### src/sv/ncc_pkg.sv
// Shared types, constants and a lookup function for the HSV-cone color classifier.
package ncc_pkg;

   localparam int NUM_REGS   = 4;
   localparam int CSR_ADDR_W = 3;
   localparam int COLOR_W    = 24;
   localparam int DIST_W     = 20;
   localparam int CONE_W     = 10;
   localparam int CONE_STG   = 10;

   localparam logic [COLOR_W-1:0] REF_RESET [0:NUM_REGS-1] = '{
      24'hFF0000, 24'h00FF00, 24'h0000C8, 24'hFFFF00
   };

   // round(16384 * sin(2k deg)), k = 0..45
   localparam logic [14:0] SIN_TBL [0:45] = '{
      15'd0,     15'd572,   15'd1143,  15'd1713,  15'd2280,  15'd2845,  15'd3406,
      15'd3964,  15'd4516,  15'd5063,  15'd5604,  15'd6138,  15'd6664,  15'd7182,
      15'd7692,  15'd8192,  15'd8682,  15'd9162,  15'd9630,  15'd10087, 15'd10531,
      15'd10963, 15'd11381, 15'd11786, 15'd12176, 15'd12551, 15'd12911, 15'd13255,
      15'd13583, 15'd13894, 15'd14189, 15'd14466, 15'd14726, 15'd14968, 15'd15191,
      15'd15396, 15'd15582, 15'd15749, 15'd15897, 15'd16026, 15'd16135, 15'd16225,
      15'd16294, 15'd16344, 15'd16374, 15'd16384
   };

   typedef struct packed {
      logic [14:0] mag;
      logic        neg;
   } trig_type;

   // sin(2k deg) for k = 0..179
   function automatic trig_type trig_lookup(input logic [7:0] k);
      logic [1:0] q;
      logic [7:0] r;
      trig_type   t;
      if (k < 8'd45) begin
         q = 2'd0;
         r = k;
      end else if (k < 8'd90) begin
         q = 2'd1;
         r = k - 8'd45;
      end else if (k < 8'd135) begin
         q = 2'd2;
         r = k - 8'd90;
      end else begin
         q = 2'd3;
         r = k - 8'd135;
      end
      t.mag = q[0] ? SIN_TBL[6'(8'd45 - r)] : SIN_TBL[r[5:0]];
      t.neg = q[1];
      return t;
   endfunction

endpackage

### src/sv/ncc_cone.sv
// RGB to HSV-cone point conversion pipeline, ten register stages with per-stage enables.
module ncc_cone (
   input  logic                              clock,
   input  logic [ncc_pkg::CONE_STG-1:0]      en,
   input  logic [7:0]                        red,
   input  logic [7:0]                        green,
   input  logic [7:0]                        blue,
   output logic signed [ncc_pkg::CONE_W-1:0] cone_x,
   output logic signed [ncc_pkg::CONE_W-1:0] cone_y,
   output logic [7:0]                        cone_z
);

   typedef struct packed {
      logic [16:0] n;
      logic [1:0]  q;
   } dstep_type;

   // two restoring-division quotient bits, hi and hi-1
   function automatic dstep_type div_step(input logic [16:0] n, input logic [8:0] d,
                                          input int hi);
      dstep_type   o;
      logic [16:0] ds;
      o.n = n;
      o.q = 2'b00;
      ds  = 17'({8'd0, d} << hi);
      if (o.n >= ds) begin
         o.n    = o.n - ds;
         o.q[1] = 1'b1;
      end
      ds = 17'({8'd0, d} << (hi - 1));
      if (o.n >= ds) begin
         o.n    = o.n - ds;
         o.q[0] = 1'b1;
      end
      return o;
   endfunction

   // stage 1
   logic [7:0]         v_c, mn_c, diff_c;
   logic signed [11:0] num_c;
   logic [16:0]        nh_ff [0:4];
   logic [16:0]        ns_ff [0:4];
   logic [8:0]         dh_ff [0:4];
   logic [8:0]         ds_ff [0:4];
   logic [7:0]         qh_ff [0:4];
   logic [7:0]         qs_ff [0:4];
   logic [7:0]         v_ff  [0:4];
   logic               hz_ff [0:4];
   logic               sz_ff [0:4];

   always_comb begin
      v_c  = red;
      mn_c = red;
      if (green > v_c) v_c = green;
      if (blue > v_c) v_c = blue;
      if (green < mn_c) mn_c = green;
      if (blue < mn_c) mn_c = blue;
      diff_c = v_c - mn_c;
      if (v_c == red) begin
         num_c = $signed({4'd0, green}) - $signed({4'd0, blue});
      end else if (v_c == green) begin
         num_c = $signed({4'd0, blue}) - $signed({4'd0, red}) + $signed({3'd0, diff_c, 1'b0});
      end else begin
         num_c = $signed({4'd0, red}) - $signed({4'd0, green}) + $signed({2'd0, diff_c, 2'b0});
      end
      if (num_c < 0) num_c = num_c + $signed(12'(diff_c * 6));
   end

   always_ff @(posedge clock) begin
      if (en[0]) begin
         nh_ff[0] <= 17'(num_c[10:0] * 60) + 17'(diff_c);
         dh_ff[0] <= {diff_c, 1'b0};
         ns_ff[0] <= 17'(diff_c * 510) + 17'(v_c);
         ds_ff[0] <= {v_c, 1'b0};
         qh_ff[0] <= 8'd0;
         qs_ff[0] <= 8'd0;
         v_ff[0]  <= v_c;
         hz_ff[0] <= (diff_c == 8'd0);
         sz_ff[0] <= (v_c == 8'd0);
      end
   end

   // stages 2..5: hue and saturation dividers, two bits a stage
   for (genvar j = 1; j <= 4; j++) begin : g_div
      dstep_type sh_c, ss_c;
      assign sh_c = div_step(nh_ff[j-1], dh_ff[j-1], 9 - 2 * j);
      assign ss_c = div_step(ns_ff[j-1], ds_ff[j-1], 9 - 2 * j);
      always_ff @(posedge clock) begin
         if (en[j]) begin
            nh_ff[j] <= sh_c.n;
            ns_ff[j] <= ss_c.n;
            dh_ff[j] <= dh_ff[j-1];
            ds_ff[j] <= ds_ff[j-1];
            qh_ff[j] <= qh_ff[j-1] | 8'({sh_c.q} << (8 - 2 * j));
            qs_ff[j] <= qs_ff[j-1] | 8'({ss_c.q} << (8 - 2 * j));
            v_ff[j]  <= v_ff[j-1];
            hz_ff[j] <= hz_ff[j-1];
            sz_ff[j] <= sz_ff[j-1];
         end
      end
   end

   // stage 6: hue wrap, gray and black cases
   logic [7:0] h6_ff, s6_ff, v6_ff;
   always_ff @(posedge clock) begin
      if (en[5]) begin
         h6_ff <= (hz_ff[4] || qh_ff[4] >= 8'd180) ? 8'd0 : qh_ff[4];
         s6_ff <= sz_ff[4] ? 8'd0 : qs_ff[4];
         v6_ff <= v_ff[4];
      end
   end

   // stage 7: V*S product, trig lookups
   logic [7:0]          kx_c;
   ncc_pkg::trig_type   tx_c, ty_c;
   logic [15:0]         p7_ff;
   ncc_pkg::trig_type   tx7_ff, ty7_ff, tx8_ff, ty8_ff, tx9_ff, ty9_ff;
   logic [7:0]          v7_ff, v8_ff, v9_ff;

   assign kx_c = (h6_ff >= 8'd135) ? h6_ff - 8'd135 : h6_ff + 8'd45;
   assign tx_c = ncc_pkg::trig_lookup(kx_c);
   assign ty_c = ncc_pkg::trig_lookup(h6_ff);

   always_ff @(posedge clock) begin
      if (en[6]) begin
         p7_ff  <= h6_ff == h6_ff ? 16'(v6_ff * s6_ff) : 16'd0;
         tx7_ff <= tx_c;
         ty7_ff <= ty_c;
         v7_ff  <= v6_ff;
      end
   end

   // stage 8: chroma estimate by reciprocal of 510
   logic [16:0] t_c, t8_ff;
   logic [8:0]  q8_ff;
   logic [30:0] qm_c;
   assign t_c  = {p7_ff, 1'b0} + 17'd255;
   assign qm_c = 31'(t_c * 14'd8225);

   always_ff @(posedge clock) begin
      if (en[7]) begin
         t8_ff  <= t_c;
         q8_ff  <= qm_c[30:22];
         tx8_ff <= tx7_ff;
         ty8_ff <= ty7_ff;
         v8_ff  <= v7_ff;
      end
   end

   // stage 9: correction step
   logic [7:0]  c9_ff;
   logic [17:0] qb_c;
   assign qb_c = 18'(q8_ff * 9'd510);

   always_ff @(posedge clock) begin
      if (en[8]) begin
         c9_ff  <= (qb_c > {1'b0, t8_ff}) ? 8'(q8_ff - 9'd1) : q8_ff[7:0];
         tx9_ff <= tx8_ff;
         ty9_ff <= ty8_ff;
         v9_ff  <= v8_ff;
      end
   end

   // stage 10: scale chroma by trig magnitude
   logic [22:0] px_c, py_c;
   logic [8:0]  mx_c, my_c;
   logic signed [ncc_pkg::CONE_W-1:0] x_ff, y_ff;
   logic [7:0]  z_ff;
   assign px_c = 23'(c9_ff * tx9_ff.mag) + 23'd8192;
   assign py_c = 23'(c9_ff * ty9_ff.mag) + 23'd8192;
   assign mx_c = px_c[22:14];
   assign my_c = py_c[22:14];

   always_ff @(posedge clock) begin
      if (en[9]) begin
         x_ff <= tx9_ff.neg ? -$signed({1'b0, mx_c}) : $signed({1'b0, mx_c});
         y_ff <= ty9_ff.neg ? -$signed({1'b0, my_c}) : $signed({1'b0, my_c});
         z_ff <= v9_ff;
      end
   end

   assign cone_x = x_ff;
   assign cone_y = y_ff;
   assign cone_z = z_ff;

endmodule

### config.mk
export PLATFORM = sky130hd
export DESIGN_NAME = ncc_cone
export DESIGN_NICKNAME = d
export VERILOG_FILES = /design/src/sv/ncc_pkg.sv /design/src/sv/ncc_cone.sv
export SDC_FILE = /design/constraint.sdc
export NUM_CORES = 2
export LEC_CHECK = 0
export BUFFER_PORTS_ARGS = -buffer_cell sky130_fd_sc_hd__buf_4
export CORE_MARGIN = 2
export CORE_UTILIZATION = 40
export CTS_BUF_LIST = sky130_fd_sc_hd__clkbuf_16
export DETAILED_ROUTE_END_ITERATION = 8
export SYNTH_ARGS = -nofsm -noshare
export SYNTH_HDL_FRONTEND = slang
export SYNTH_SLANG_ARGS = --single-unit
### constraint.sdc
create_clock -name clock -period 18.32 [get_ports clock]
set_input_delay 0.916 -clock clock [delete_from_list [all_inputs] [get_ports clock]]
set_output_delay 0.916 -clock clock [all_outputs]
set_load 0.05 [all_outputs]
==> impl_metrics.yaml <==
status:
  status: "completed"
timing:
  rsz0062_at_grt: "no"
  worst_slew_pin_slew_ns: 1.166
  drv_slew: 0
  setup_violations: 0
  fmax_ghz: 0.07354
  slew_headroom_pct: 21.73
  fin_crit_sh_pct: 74.23
  hold_viol_final: 0
  clock_skew_ns: 0.02120
  finalCriticalPeriod_ns: 13.60
  setup_tns_ns: 0
  whs_ns: 0.4054
floorplan:
  core_area_um2: 116400
  dieArea_um2: 120300
  fp.dieH_um: 346.8
  start_util_pct: 40.40
  pin_count: 63
  rows: 125
  chipWidth_um: 346.8
grt:
  grt-ovfl-total: 0
  grt_pass1_vias: 34450
  grt_pass1_wl_mm: 180.2
  track_usage_pct: 18.10
  grt_max_degree: 66
  antenna_found_initial: 2
critical_path:
  critPathKind: "in -> reg"
  r2r_cells: 21
  required_ns: 18.69
  crit_cells: 51
  rr_startpoint: "c9_ff[7]"
  start_kind: "primary input"
  crit_start: "green[7]"
  worst_ep_arrival_time_ns: 13.96
  cp_max_fo: 14
  critPathMaxStageDelay_ns: 0.94
  cp-end-kind: "register"
  endpoint: "nh_ff[0][16]"
  crit_family: "compound AO/OA/AOI/OAI gates"
  regToRegEndpoint: "cone_y[8]"
  critPathSlowestCell: "nor3_1"
  path_buf_inv: 6
  crit_top_cell: "a21oi_1"
  r2r_slack_ns: 11.24
logic_synthesis:
  async_flop_share_pct: 0
  yosys_warnings: 0
  synth_ff_type: "edfxtp_1"
  avgSynthCellArea_um2: 9.650
  synth_fp_nets: 5760
  syn_inst: 4871
  ys_seq_area_share_pct: 29.83
  synth_edf_count: 467
  netlist_area_um2: 47010
  synth.distinct_cells: 98
  synth_seq_cells: 467
placement:
  hpwl_mm: 83.95
  portBuffers: 62
  gp_congestion: 0.8917
  placed_cell_area_um2: 49200
detailed_routing:
  wl_per_cell_um: 16.83
  via_per_inst: 5.346
  initialDrtViolationCount: 1894
  routed_wl_mm: 108.5
  drc: 0
  firstDrtPassIters: 6
  via_count: 34470
  ant_nets: 0
clock_network:
  post_cts_buffers: 0
  clk_latency_ns: 0.63
  cts_hold_buffers: 0
  cts_sinks: 467
  cts_tree: "built"
  cts_buffer_depth: 3
  cts_resized: 0
  cts_root_buf: "clkbuf_16"
  cts_buffers: 54
  h-tree-depth: 2
  clkTransAtPathRegs_ns: 0.07
job:
  maxCapViolations: 0
layout:
  final_layout_size_suffix_gt1_share_pct: 5.830
  layout_common_cells: "616 x inv_1, 568 x ha_1, 467 x edfxtp_1"
  area_growth_pct: 8.747
  layout_commonest_cell: "inv_1"
  nets: 5771
  fin_area_um2: 51120
worst_hold_path:
  hold_class: "reg -> reg"
## synth_stat cells (19+ instances only)
cell type  instances  share of area (%)
a211oi_1          64                1.0
a21o_1           120                1.9
a21oi_1          270                2.9
a31oi_1           28               0.37
and2_1           220                2.9
and3_1            21               0.28
clkbuf_1         140                1.1
edfxtp_1         467                 30
fa_1             286                 12
ha_1             568                 15
inv_1            608                4.9
mux2_2            46                1.1
mux2i_1           38               0.81
nand2_1          410                3.3
nand2b_1          48               0.64
nand3_1           60               0.64
nand4_1           35               0.47
nor2_1           278                2.2
nor2b_1           58               0.77
nor3_1            66               0.70
nor4_1            22               0.29
o211ai_1          35               0.56
o21a_1            19               0.30
o21ai_0          235                2.5
o21bai_1          56               0.89
o22ai_1           20               0.27
o31ai_1           29               0.46
xnor2_1          244                4.5
xor2_1            83                1.5
## logic make-up after synthesis
family,count (synthesis),share of synthesized area [%]
flip-flops,467,29.83
AO/OA/AOI/OAI,1048,14.49
buffers and inverters,771,6.207
AND/OR/NAND/NOR,1300,13.58
XOR/XNOR,332,6.309
adder cells (fa/ha/maj),867,27.58
multiplexers,86,2.007
## state kept, by name, indices dropped and copies added, names as in the netlist, 10 cells and up
name    cells
tx9_ff     16
tx7_ff     16
tx8_ff     16
ty8_ff     16
qs_ff      20
v_ff       22
cone_x     10
ns_ff      68
ty7_ff     16
p7_ff      16
ty9_ff     16
t8_ff      16
qh_ff      20
cone_y     10
nh_ff      68
ds_ff      14
dh_ff      24
## metrics by stage
stage | cells | worst slack [ns] | utilization [%]
2_1_floorplan | 4871 | 6.574 | -
3_3_place_gp | 6350 | 4.501 | 42.28
3_5_place_dp | 6350 | 4.334 | 42.28
4_1_cts | 6447 | 4.986 | 43.93
5_1_grt | 6448 | 3.659 | 43.93
6_report | 6448 | 4.722 | 43.93
## area by class of cell
type,count,area (µm²)
clock inverter,42,540.5
tap,1524,1907
timing repair buffer,107,803.3
sequential,467,14020
multi-input combinational,3633,30140
clock buffer,55,1376
inverter,619,2323
fill,11170,65250
antenna,1,2.502
## metal layers
metal | wire length [µm] | vias to the layer above | track usage, %
met5 | 0 | - | 0
met4 | 2699 | 0 | 4.854
met3 | 4094 | 148 | 1.736
met2 | 52130 | 730 | 31.23
met1 | 49620 | 16610 | 24.21
li1 | - | 16990 | -
## worst min-delay path by stage
stage                 from           to  slack, ns  cells after the start
2_1_floorplan     v9_ff[0]    cone_z[0]       0.40                      0
3_5_place_dp   qs_ff[2][6]  qs_ff[3][6]       0.40                      0
5_1_grt         tx8_ff[15]   tx9_ff[15]       0.40                      0
3_3_place_gp    v_ff[4][1]     v6_ff[1]       0.40                      0
4_1_cts         tx8_ff[14]   tx9_ff[14]       0.40                      0
6_report        tx8_ff[15]   tx9_ff[15]       0.41                      0
Power is left out: the tool's default activity adds up to more than one toggle a clock period on the data nets, which glitch-free logic cannot reach.
